File: src/sv/dlb_pkg.sv
// Shared types, widths and constants for the detection letterbox decoder.
package dlb_pkg;

  localparam int unsigned COORD_FRAC_BITS = 4;

  localparam int unsigned CRD_W   = 16;
  localparam int unsigned PAD_W   = 12;
  localparam int unsigned INV_W   = 24;
  localparam int unsigned SCORE_W = 16;
  localparam int unsigned CLS_W   = 8;
  localparam int unsigned SIZE_W  = 13;
  localparam int unsigned OUT_W   = 16;
  localparam int unsigned ADDR_W  = 5;
  localparam int unsigned DATA_W  = 32;
  localparam int unsigned RND_SH  = 16;

  // padded-corner difference, product, and mapped frame coordinate widths
  localparam int unsigned D_W    = ((PAD_W + COORD_FRAC_BITS + 1 > CRD_W) ?
                                    (PAD_W + COORD_FRAC_BITS + 1) : CRD_W) + 1;
  localparam int unsigned PROD_W = D_W + INV_W + 1;
  localparam int unsigned MAP_W  = PROD_W - RND_SH;
  localparam int unsigned SPAN_W = SIZE_W + COORD_FRAC_BITS;

  localparam logic [SIZE_W-1:0] SIZE_MAX = SIZE_W'(4096);
  localparam logic [SIZE_W-1:0] SIZE_MIN = SIZE_W'(1);

  localparam logic [CLS_W-1:0] CLS_PERSON = CLS_W'(0);
  localparam logic [CLS_W-1:0] CLS_CAR    = CLS_W'(2);

  typedef enum logic [2:0] {
    REG_PAD_LEFT,
    REG_PAD_TOP,
    REG_INV_SCALE,
    REG_CONF_THR,
    REG_FRAME_W,
    REG_FRAME_H
  } reg_idx_e;

  localparam logic [PAD_W-1:0]   PAD_LEFT_RST  = '0;
  localparam logic [PAD_W-1:0]   PAD_TOP_RST   = '0;
  localparam logic [INV_W-1:0]   INV_SCALE_RST = INV_W'(65536);
  localparam logic [SCORE_W-1:0] CONF_THR_RST  = '0;
  localparam logic [SIZE_W-1:0]  FRAME_W_RST   = SIZE_W'(640);
  localparam logic [SIZE_W-1:0]  FRAME_H_RST   = SIZE_W'(480);

  typedef struct packed {
    logic signed [CRD_W-1:0] corner_a_x;
    logic signed [CRD_W-1:0] corner_a_y;
    logic signed [CRD_W-1:0] corner_b_x;
    logic signed [CRD_W-1:0] corner_b_y;
    logic [SCORE_W-1:0]      score;
    logic [CLS_W-1:0]        class_number;
  } in_beat_t;

  typedef struct packed {
    logic               kind;
    logic [SCORE_W-1:0] kept_score;
    logic [OUT_W-1:0]   box_x;
    logic [OUT_W-1:0]   box_y;
    logic [OUT_W-1:0]   box_w;
    logic [OUT_W-1:0]   box_h;
  } out_beat_t;

  typedef struct packed {
    logic [SPAN_W-1:0] pos;
    logic [SPAN_W-1:0] len;
    logic              ok;
  } axis_t;

  function automatic logic [OUT_W-1:0] sat_out(input logic [31:0] v);
    logic [OUT_W-1:0] r;
    r = (v > 32'(16'hFFFF)) ? 16'hFFFF : v[OUT_W-1:0];
    return r;
  endfunction

endpackage

File: src/sv/dlb_corner_map.sv
// Maps one model-input coordinate to frame space: remove padding, scale, round half up.
module dlb_corner_map (
  input  logic signed [dlb_pkg::CRD_W-1:0] coord_i,
  input  logic [dlb_pkg::PAD_W-1:0]        pad_i,
  input  logic [dlb_pkg::INV_W-1:0]        inv_scale_i,
  output logic signed [dlb_pkg::MAP_W-1:0] frame_o
);
  import dlb_pkg::*;

  logic [D_W-1:0]           pad_sh;
  logic signed [D_W-1:0]    diff;
  logic signed [INV_W:0]    inv_s;
  logic signed [PROD_W-1:0] prod;
  logic signed [PROD_W-1:0] rnd;

  assign pad_sh  = D_W'(pad_i) << COORD_FRAC_BITS;
  assign diff    = D_W'(coord_i) - signed'(pad_sh);
  assign inv_s   = signed'({1'b0, inv_scale_i});
  assign prod    = diff * inv_s;
  assign rnd     = prod + signed'(PROD_W'(1) << (RND_SH - 1));
  assign frame_o = rnd[PROD_W-1:RND_SH];

endmodule

File: src/sv/dlb_axis_clip.sv
// Clamps one axis of a box to the frame and checks its minimum size.
module dlb_axis_clip (
  input  logic signed [dlb_pkg::MAP_W-1:0] p1_i,
  input  logic signed [dlb_pkg::MAP_W-1:0] p2_i,
  input  logic [dlb_pkg::SIZE_W-1:0]       size_i,
  output dlb_pkg::axis_t                   axis_o
);
  import dlb_pkg::*;

  localparam logic [SPAN_W-1:0] ONE = SPAN_W'(1) << COORD_FRAC_BITS;

  logic [SIZE_W-1:0]       size_s;
  logic [SPAN_W-1:0]       span;
  logic [SPAN_W-1:0]       hi_lim;
  logic signed [MAP_W-1:0] lo;
  logic signed [MAP_W:0]   delta;
  logic [MAP_W:0]          mag;
  logic [SPAN_W-1:0]       pos;
  logic [SPAN_W-1:0]       room;
  logic [SPAN_W-1:0]       len;

  always_comb begin
    if (size_i == '0) begin
      size_s = SIZE_MIN;
    end else if (size_i > SIZE_MAX) begin
      size_s = SIZE_MAX;
    end else begin
      size_s = size_i;
    end
  end

  assign span   = SPAN_W'(size_s) << COORD_FRAC_BITS;
  assign hi_lim = span - ONE;
  assign lo     = (p1_i < p2_i) ? p1_i : p2_i;
  assign delta  = (MAP_W+1)'(p2_i) - (MAP_W+1)'(p1_i);
  assign mag    = delta[MAP_W] ? (MAP_W+1)'(-delta) : (MAP_W+1)'(delta);

  always_comb begin
    if (lo < 0) begin
      pos = '0;
    end else if (lo > signed'(MAP_W'(hi_lim))) begin
      pos = hi_lim;
    end else begin
      pos = lo[SPAN_W-1:0];
    end
  end

  assign room = span - pos;
  assign len  = (mag > (MAP_W+1)'(room)) ? room : mag[SPAN_W-1:0];

  assign axis_o.pos = pos;
  assign axis_o.len = len;
  assign axis_o.ok  = len > ONE;

endmodule

File: src/sv/detection_letterbox_decode.sv
// Top level of the detection letterbox decoder: config registers and three-stage pipeline.
// Takes one detector row per cycle while the pipeline advances and returns a kept box
// from stage three after stages one and two, or nothing if the row is dropped. Stage
// one holds the row and checks score and class, stage two holds the four corners
// mapped through four parallel signed multipliers, stage three holds the clamped
// result. The whole pipeline advances together whenever the output register is empty
// or taken, so with out_ready_i high the block sustains one row per clock. Registers
// must be written over the APB port only while no row is in flight; no check enforces it.
module detection_letterbox_decode (
  input  logic                        clk_i,
  input  logic                        rst_ni,
  input  logic                        psel,
  input  logic                        penable,
  input  logic                        pwrite,
  input  logic [dlb_pkg::ADDR_W-1:0]  paddr,
  input  logic [dlb_pkg::DATA_W-1:0]  pwdata,
  output logic [dlb_pkg::DATA_W-1:0]  prdata,
  output logic                        pready,
  input  logic                        in_valid_i,
  output logic                        in_ready_o,
  input  dlb_pkg::in_beat_t           in_beat_i,
  output logic                        out_valid_o,
  input  logic                        out_ready_i,
  output dlb_pkg::out_beat_t          out_beat_o
);
  import dlb_pkg::*;

  localparam logic [OUT_W-1:0] ONE_OUT = OUT_W'(1) << COORD_FRAC_BITS;

  logic [PAD_W-1:0]   pad_left_q, pad_top_q;
  logic [INV_W-1:0]   inv_scale_q;
  logic [SCORE_W-1:0] conf_thr_q;
  logic [SIZE_W-1:0]  frame_w_q, frame_h_q;

  reg_idx_e reg_idx;
  logic     wr_en;

  assign pready  = 1'b1;
  assign reg_idx = reg_idx_e'(paddr[ADDR_W-1:2]);
  assign wr_en   = psel && penable && pwrite;

  always_ff @(posedge clk_i or negedge rst_ni) begin
    if (!rst_ni) begin
      pad_left_q  <= PAD_LEFT_RST;
      pad_top_q   <= PAD_TOP_RST;
      inv_scale_q <= INV_SCALE_RST;
      conf_thr_q  <= CONF_THR_RST;
      frame_w_q   <= FRAME_W_RST;
      frame_h_q   <= FRAME_H_RST;
    end else if (wr_en) begin
      unique case (reg_idx)
        REG_PAD_LEFT:  pad_left_q  <= pwdata[PAD_W-1:0];
        REG_PAD_TOP:   pad_top_q   <= pwdata[PAD_W-1:0];
        REG_INV_SCALE: inv_scale_q <= pwdata[INV_W-1:0];
        REG_CONF_THR:  conf_thr_q  <= pwdata[SCORE_W-1:0];
        REG_FRAME_W:   frame_w_q   <= pwdata[SIZE_W-1:0];
        REG_FRAME_H:   frame_h_q   <= pwdata[SIZE_W-1:0];
        default: ;
      endcase
    end
  end

  always_comb begin
    unique case (reg_idx)
      REG_PAD_LEFT:  prdata = DATA_W'(pad_left_q);
      REG_PAD_TOP:   prdata = DATA_W'(pad_top_q);
      REG_INV_SCALE: prdata = DATA_W'(inv_scale_q);
      REG_CONF_THR:  prdata = DATA_W'(conf_thr_q);
      REG_FRAME_W:   prdata = DATA_W'(frame_w_q);
      REG_FRAME_H:   prdata = DATA_W'(frame_h_q);
      default:       prdata = '0;
    endcase
  end

  // pipeline
  logic adv;
  logic s1_valid_q;
  in_beat_t s1_q;
  logic s2_valid_q;
  logic signed [MAP_W-1:0] x1_q, y1_q, x2_q, y2_q;
  logic [SCORE_W-1:0] s2_score_q;
  logic s2_kind_q;
  logic out_valid_q;
  out_beat_t out_q;

  logic signed [MAP_W-1:0] x1_d, y1_d, x2_d, y2_d;
  logic keep1;
  axis_t ax_x, ax_y;
  out_beat_t out_d;

  assign adv        = !out_valid_q || out_ready_i;
  assign in_ready_o = adv;

  assign keep1 = (s1_q.score >= conf_thr_q) &&
                 ((s1_q.class_number == CLS_PERSON) || (s1_q.class_number == CLS_CAR));

  dlb_corner_map u_map_x1 (
    .coord_i(s1_q.corner_a_x), .pad_i(pad_left_q), .inv_scale_i(inv_scale_q), .frame_o(x1_d)
  );
  dlb_corner_map u_map_y1 (
    .coord_i(s1_q.corner_a_y), .pad_i(pad_top_q), .inv_scale_i(inv_scale_q), .frame_o(y1_d)
  );
  dlb_corner_map u_map_x2 (
    .coord_i(s1_q.corner_b_x), .pad_i(pad_left_q), .inv_scale_i(inv_scale_q), .frame_o(x2_d)
  );
  dlb_corner_map u_map_y2 (
    .coord_i(s1_q.corner_b_y), .pad_i(pad_top_q), .inv_scale_i(inv_scale_q), .frame_o(y2_d)
  );

  dlb_axis_clip u_clip_x (.p1_i(x1_q), .p2_i(x2_q), .size_i(frame_w_q), .axis_o(ax_x));
  dlb_axis_clip u_clip_y (.p1_i(y1_q), .p2_i(y2_q), .size_i(frame_h_q), .axis_o(ax_y));

  assign out_d.kind       = s2_kind_q;
  assign out_d.kept_score = s2_score_q;
  assign out_d.box_x      = sat_out(32'(ax_x.pos));
  assign out_d.box_y      = sat_out(32'(ax_y.pos));
  assign out_d.box_w      = sat_out(32'(ax_x.len));
  assign out_d.box_h      = sat_out(32'(ax_y.len));

  always_ff @(posedge clk_i or negedge rst_ni) begin
    if (!rst_ni) begin
      s1_valid_q  <= 1'b0;
      s2_valid_q  <= 1'b0;
      out_valid_q <= 1'b0;
    end else if (adv) begin
      s1_valid_q  <= in_valid_i;
      s2_valid_q  <= s1_valid_q && keep1;
      out_valid_q <= s2_valid_q && ax_x.ok && ax_y.ok;
    end
  end

  always_ff @(posedge clk_i) begin
    if (adv) begin
      s1_q       <= in_beat_i;
      x1_q       <= x1_d;
      y1_q       <= y1_d;
      x2_q       <= x2_d;
      y2_q       <= y2_d;
      s2_score_q <= s1_q.score;
      s2_kind_q  <= (s1_q.class_number == CLS_CAR);
      out_q      <= out_d;
    end
  end

  assign out_valid_o = out_valid_q;
  assign out_beat_o  = out_q;

  a_min_width: assert property (@(posedge clk_i) disable iff (!rst_ni)
    out_valid_q |-> out_q.box_w > ONE_OUT)
    else $error("kept box not wider than one pixel");

  a_min_height: assert property (@(posedge clk_i) disable iff (!rst_ni)
    out_valid_q |-> out_q.box_h > ONE_OUT)
    else $error("kept box not taller than one pixel");

  a_s1_hold: assert property (@(posedge clk_i) disable iff (!rst_ni)
    (s1_valid_q && !adv) |=> (s1_valid_q && $stable(s1_q)))
    else $error("stage one row lost during stall");

  a_s2_hold: assert property (@(posedge clk_i) disable iff (!rst_ni)
    (s2_valid_q && !adv) |=> (s2_valid_q && $stable(x1_q) && $stable(y2_q)))
    else $error("stage two row lost during stall");

endmodule
File: config.mk
export PLATFORM = sky130hd
export DESIGN_NAME = detection_letterbox_decode
export DESIGN_NICKNAME = d
export VERILOG_FILES = /design/src/sv/dlb_pkg.sv /design/src/sv/dlb_corner_map.sv /design/src/sv/dlb_axis_clip.sv /design/src/sv/detection_letterbox_decode.sv
export SDC_FILE = /design/constraint.sdc
export NUM_CORES = 2
export LEC_CHECK = 0
export ABC_AREA = 1
export BUFFER_PORTS_ARGS = -buffer_cell sky130_fd_sc_hd__buf_2
export CAP_MARGIN = 20
export CORE_MARGIN = 2
export CORE_UTILIZATION = 40
export CTS_BUF_LIST = sky130_fd_sc_hd__clkbuf_16
export DETAILED_ROUTE_END_ITERATION = 10
export GPL_TIMING_DRIVEN = 0
export HOLD_SLACK_MARGIN = 0.05
export PLACE_DENSITY = 0.58
export SYNTH_ARGS = -nofsm -noshare
export SYNTH_HDL_FRONTEND = slang
export SYNTH_HIERARCHICAL = 1
export SYNTH_SLANG_ARGS = --single-unit
File: constraint.sdc
create_clock -name clk_i -period 20.5 [get_ports clk_i]
set_input_delay 0 -clock clk_i [delete_from_list [all_inputs] [get_ports clk_i]]
set_output_delay 0 -clock clk_i [all_outputs]
set_load 0.005 [all_outputs]
# Word-level counts from Yosys, hierarchy flattened
# Cells that the tools add are included.
[totals] ff_bits=387 inputBits=132 out_inout_bits=116 wordCells=104
[op_classes] n_addsub=16 multipliers=4 n_lt_le_gt_ge=17 n_eq_ne=6 mux=15 reduce_logical=19
[ops] cell="43-bit by 17-bit adder with 43-bit output (second input constant)" n=4
[ops] cell="18-bit by 25-bit multiplier with 43-bit output" n=4
[ops] cell="24-bit case mux with 6 select lines" n=1
[ops] cell="17-bit two-way mux" n=6
[ops] cell="16-bit by 17-bit subtractor with 18-bit output" n=4
[ops] cell="17-bit by 16-bit > comparator with 1-bit output (second input constant)" n=4
[ops] cell="28-bit by 17-bit > comparator with 1-bit output" n=2
[ops] cell="28-bit two-way mux" n=2
[ops] cell="28-bit negator" n=2
[ops] cell="27-bit by 27-bit subtractor with 28-bit output" n=2
[ops] cell="27-bit by 18-bit > comparator with 1-bit output" n=2
[ops] cell="27-bit by 1-bit < comparator with 1-bit output (second input constant)" n=2
[ops] cell="27-bit < comparator" n=2
[ops] cell="27-bit two-way mux" n=2
[ops] cell="13-bit two-way mux" n=4
[ops] cell="17-bit by 5-bit > comparator with 1-bit output (second input constant)" n=2
[ops] cell="17-bit subtractor" n=2
[ops] cell="17-bit by 5-bit subtractor with 17-bit output (second input constant)" n=2
[ops] cell="13-bit > comparator (second input constant)" n=2
[ops] cell="13-bit logical NOT" n=2
[ops] cell="16-bit >= comparator" n=1
[ops] cell="2-bit AND reduction" n=6
[ops] cell="8-bit by 2-bit == test with 1-bit output (second input constant)" n=1
[ops] cell="8-bit logical NOT" n=1
[ops] cell="other kinds (7)" n=15

# Logic depth before layout (Yosys ltp)
[depth] depth_word=13 depth_mapped=67 depth_no_buf=65

# By module
# The synthesis kept the hierarchy.
[modules_own_cells] module="dlb_corner_map (u_map_x1)" n_inst=1 cells_per_inst=2024 area_each_um2=15300.9 seq_area_each_um2=0.0
[modules_own_cells] module="dlb_corner_map (u_map_y1)" n_inst=1 cells_per_inst=2028 area_each_um2=15298.4 seq_area_each_um2=0.0
[modules_own_cells] module="dlb_corner_map (u_map_y2)" n_inst=1 cells_per_inst=2015 area_each_um2=15255.9 seq_area_each_um2=0.0
[modules_own_cells] module="dlb_corner_map (u_map_x2)" n_inst=1 cells_per_inst=2013 area_each_um2=15235.9 seq_area_each_um2=0.0
[modules_own_cells] module="detection_letterbox_decode" n_inst=1 cells_per_inst=907 area_each_um2=13789.5 seq_area_each_um2=11164.5
[modules_own_cells] module="dlb_axis_clip" n_inst=2 cells_per_inst=1237 area_each_um2=6458.7 seq_area_each_um2=0.0

# Least setup slack after synthesis
# OpenSTA, ideal clock, no wires.
[synth_path] path_kind="flip-flop to flip-flop" startpoint="register y2_q[0]" endpoint="register out_q, in the netlist out_beat_o[10], data pin" setup_time_ns=0.262 arrival_ns=7.775 required_ns=20.238 setup_slack_ns=12.462 stages_incl_launch_ff=58 period_less_slack_ns=8.038 path_cell_list="edfxtp_1 > inv_1 > ha_1 > inv_2 > fa_1 > nand3_1 > nand3_1 > nand3_1 > nand3_1 > nand2_2 > nand3_4 > nand2_4 > buf_4 > clkbuf_1 > o21a_1 > inv_1 > ha_1 > nand2_1 > (+22 left out) > and2_1 > ha_1 > a21oi_1 > nor2_1 > a211oi_1 > a21oi_1 > o32ai_1 > nand2_1 > clkinv_1 > nand2_1 > nor2_4 > nand3_4 > buf_6 > or2_1 > nand2_1 > inv_1 > clkbuf_1 > or2_2"
[synth_rtl] element="from (decl)" line="detection_letterbox_decode.sv:80" source="logic signed [MAP_W-1:0] x1_q, y1_q, x2_q, y2_q;"
[synth_rtl] element="from (signal assigned)" line="detection_letterbox_decode.sv:138" source="y2_q <= y2_d;"
[synth_rtl] element="to (signal assigned)" line="detection_letterbox_decode.sv:141" source="out_q <= out_d;"
[synth_rtl] element="to (decl)" line="detection_letterbox_decode.sv:84" source="out_beat_t out_q;"

==> metrics <==
Async S/R FF share, synth=0.240; # Max-Cap Violations=0; hpwl dp=281000 µm; top library cells by usage in the layout, fill and taps aside=sky130_fd_sc_hd__inv_1 (2802), sky130_fd_sc_hd__nand2_1 (2613), sky130_fd_sc_hd__fa_1 (1414); setup repair after global routing missed its margin=no; type of the worst setup path=flip-flop to flip-flop; number of buffers and inverters on the critical path=11; num rows=171; maximum fanout along the worst path=10; remaining number of nets flagged by the antenna check after routing=0; primary flip-flop cell chosen by synthesis mapping=sky130_fd_sc_hd__edfxtp_1; area share of the largest cell type after synthesis=0.322; relative slew slack=0.255; horizontal extent of the die=473 µm; final critical-path share of the clock period=0.522; arrival time of data at the critical path endpoint=11.26 ns; leading cell type in the layout, fill and taps excluded=sky130_fd_sc_hd__inv_1; number of warnings issued by yosys=6; final count of hold timing violations=0; Max H-tree Level=2; growth of design area from synthesis to finish=10.4%; Slew @ Worst Pin=1.12 ns; number of buffers created by CTS=51; filler instances=22200; RD Place Congestion=1.01; count of flip-flops with a built-in enable after synthesis=294; Pre-Repair DR Iteration Count=6; combined flip-flop and latch cell area=11200 µm²; DRC violations left=0; insertion delay of the later-clocked pin in the worst-skew pair=0.74 ns; Clock transition at path regs=0.07 ns; GRT overflow=0; buffers from clock root to sink, at most=3; wire length of the first global-routing pass=498000 µm; Top Ports=248; GR Util All Layers=0.298; Total Wirelength=331000 µm; Final setup violation count=0; detail-routed net length per standard cell=22.2 µm; Setup Buffers After CTS=0; critical path's most frequent cell=sky130_fd_sc_hd__nand2_1; clock tree from TritonCTS=built; number of vias per cell after detailed routing=5.17; crit path launch type=flip-flop; share of final-layout standard cells stronger than drive strength 1=0.0783; final total negative setup slack=0 ns; area of the core=218000 µm²; Max stage delay cell, worst path=sky130_fd_sc_hd__o32ai_1; status=completed; Synth Register Bits=387; Synth area leaders=sky130_fd_sc_hd__fa_1 (32%), sky130_fd_sc_hd__inv_1 (12%), sky130_fd_sc_hd__nand2_1 (11%); crit-path leading delay family=simple AND/OR/NAND/NOR gates; Synth Cell Area=87800 µm²; sequential-to-total area share from yosys stat=0.127; starting density of the core=0.403; number of library cell types mapped by synthesis=72; Synth Area per Inst=7.66 µm²; Starting DRT DRC Count=6078; Max Freq=93.4 MHz; Hold Path Class=input pin to flip-flop; Mapped Cells=11500; sort of element at the end of the critical path=flip-flop; area taken by multi-input logic gates=64200 µm²; worst-case register-to-register setup slack=9.80 ns; Critical Path Max Stage Delay=0.60 ns; largest clock skew in the final design=0.0740 ns; via count=77000; cell type contributing the most total cell area after synthesis=sky130_fd_sc_hd__fa_1; required time of the critical path=21.06 ns; CTS Root Cell=sky130_fd_sc_hd__clkbuf_16; number of antenna violations at the first check in global routing=20; via count of the first global-routing pass=80400; die height=473 µm; Port-buffer cells=228; number of nets in the layout=14300; largest net degree at the start of global routing=108; min Tclk post-route=10.70 ns; fin. max-slew vios=0; DIE AREA=223000 µm²; count of clock tree sinks=387
[what timing repair did]
action,4_1_cts,5_1_grt
resized for setup,0,0
hold endpoints to repair,294,0
hold buffers,219,0
[logic make-up (layout without fill, tap and decap cells)]
| logic type | after synthesis | in the layout | share of synthesized area |
|---|---|---|---|
| and+or+nand+nor | 4753 | 4753 | 0.234 |
| buffers and inverters | 3220 | 3784 | 0.142 |
| adders and majority gates | 2176 | 2176 | 0.431 |
| AOI/OAI and AO/OA | 791 | 791 | 0.0521 |
| DFF | 387 | 387 | 0.127 |
| xor gates and xnor gates | 132 | 132 | 0.0133 |
| other | 2 | 16 | 0.0000855 |
[metrics by stage]
step	instance area (µm²)	utilization	instances	hold WS, ns	worst slack (ns)
floorplan	87800	-	11500	-0.296	12.46
global placement	92500	0.425	14600	0.177	9.56
detailed placement	93000	0.427	14600	0.101	10.00
CTS	96900	0.445	14900	0.0541	9.89
global route	96900	0.445	14900	0.0630	8.78
finish	97000	0.446	14900	0.0680	9.80
[cells in the mapped netlist (all sizes together), types with 9 or more instances]
| master | count |
|---|---|
| nor4 | 12 |
| nand2 | 2744 |
| a21o | 35 |
| nand3 | 653 |
| o21ai | 287 |
| xnor2 | 30 |
| and2 | 26 |
| inv | 2879 |
| edfxtp | 294 |
| nand4 | 124 |
| o21bai | 14 |
| buf | 133 |
| or2 | 102 |
| xor2 | 102 |
| dfrtp | 86 |
| nand3b | 17 |
| a21oi | 322 |
| nor3 | 70 |
| fa | 1414 |
| nor2 | 1001 |
| a31oi | 21 |
| a22oi | 14 |
| clkinv | 9 |
| o21a | 27 |
| o2111ai | 9 |
| a21boi | 25 |
| ha | 762 |
| clkbuf | 199 |
| a211oi | 9 |
[path summary, 6_finish.rpt]
check                               startpoint  cells after the start               to
worst max register to register         x2_q[0]                     59      out_valid_o
worst min register to register  s2_score_q[15]                      0   out_beat_o[79]
worst min-delay path             in_beat_i[63]                      2         s1_q[63]
worst max-delay path                   x2_q[0]                     59      out_valid_o
max in group asynchronous               rst_ni                      4       s2_valid_q
min in group asynchronous               rst_ni                      3  inv_scale_q[16]
[metal layers]
metal	vias up	routed length [µm]	GRT usage
li1	35400	-	-
met1	38100	135000	0.379
met2	2854	151000	0.486
met3	625	21400	0.0406
met4	4	23200	0.175
met5	-	27	0
[flip-flops by register name (all words and copies together), names as in the netlist, 12 cells and up]
name and count:
s1_q 88, out_beat_o 81, x1_q 27, x2_q 27, y1_q 27, y2_q 27, inv_scale_q 24, conf_thr_q 16
s2_score_q 16, frame_h_q 13, frame_w_q 13, pad_left_q 12, pad_top_q 12
[final cells by class]
class                           count  area share
Clock buffer                       54      0.0139
Inverter                         2888       0.112
Multi-Input combinational cell   7861       0.662
Buffer                            332      0.0167
Timing Repair Buffer              470      0.0397
Tap cell                         2854      0.0368
Antenna cell                        7    0.000181
Clock inverter                     40     0.00316
Sequential cell                   387       0.115
[worst reg2reg max path, delay by kind of cell (launching register included)]
| family | cells | cell delay [ns] |
|---|---|---|
| adders and majority gates | 5 | 1.61 |
| buffers and inverters | 11 | 1.62 |
| DFF | 1 | 0.37 |
| AOI/OAI and AO/OA | 11 | 3.11 |
| and+or+nand+nor | 32 | 3.83 |
Power is not shown: default switching activity piles up to over one toggle a cycle in this logic, so the estimate is an artifact.
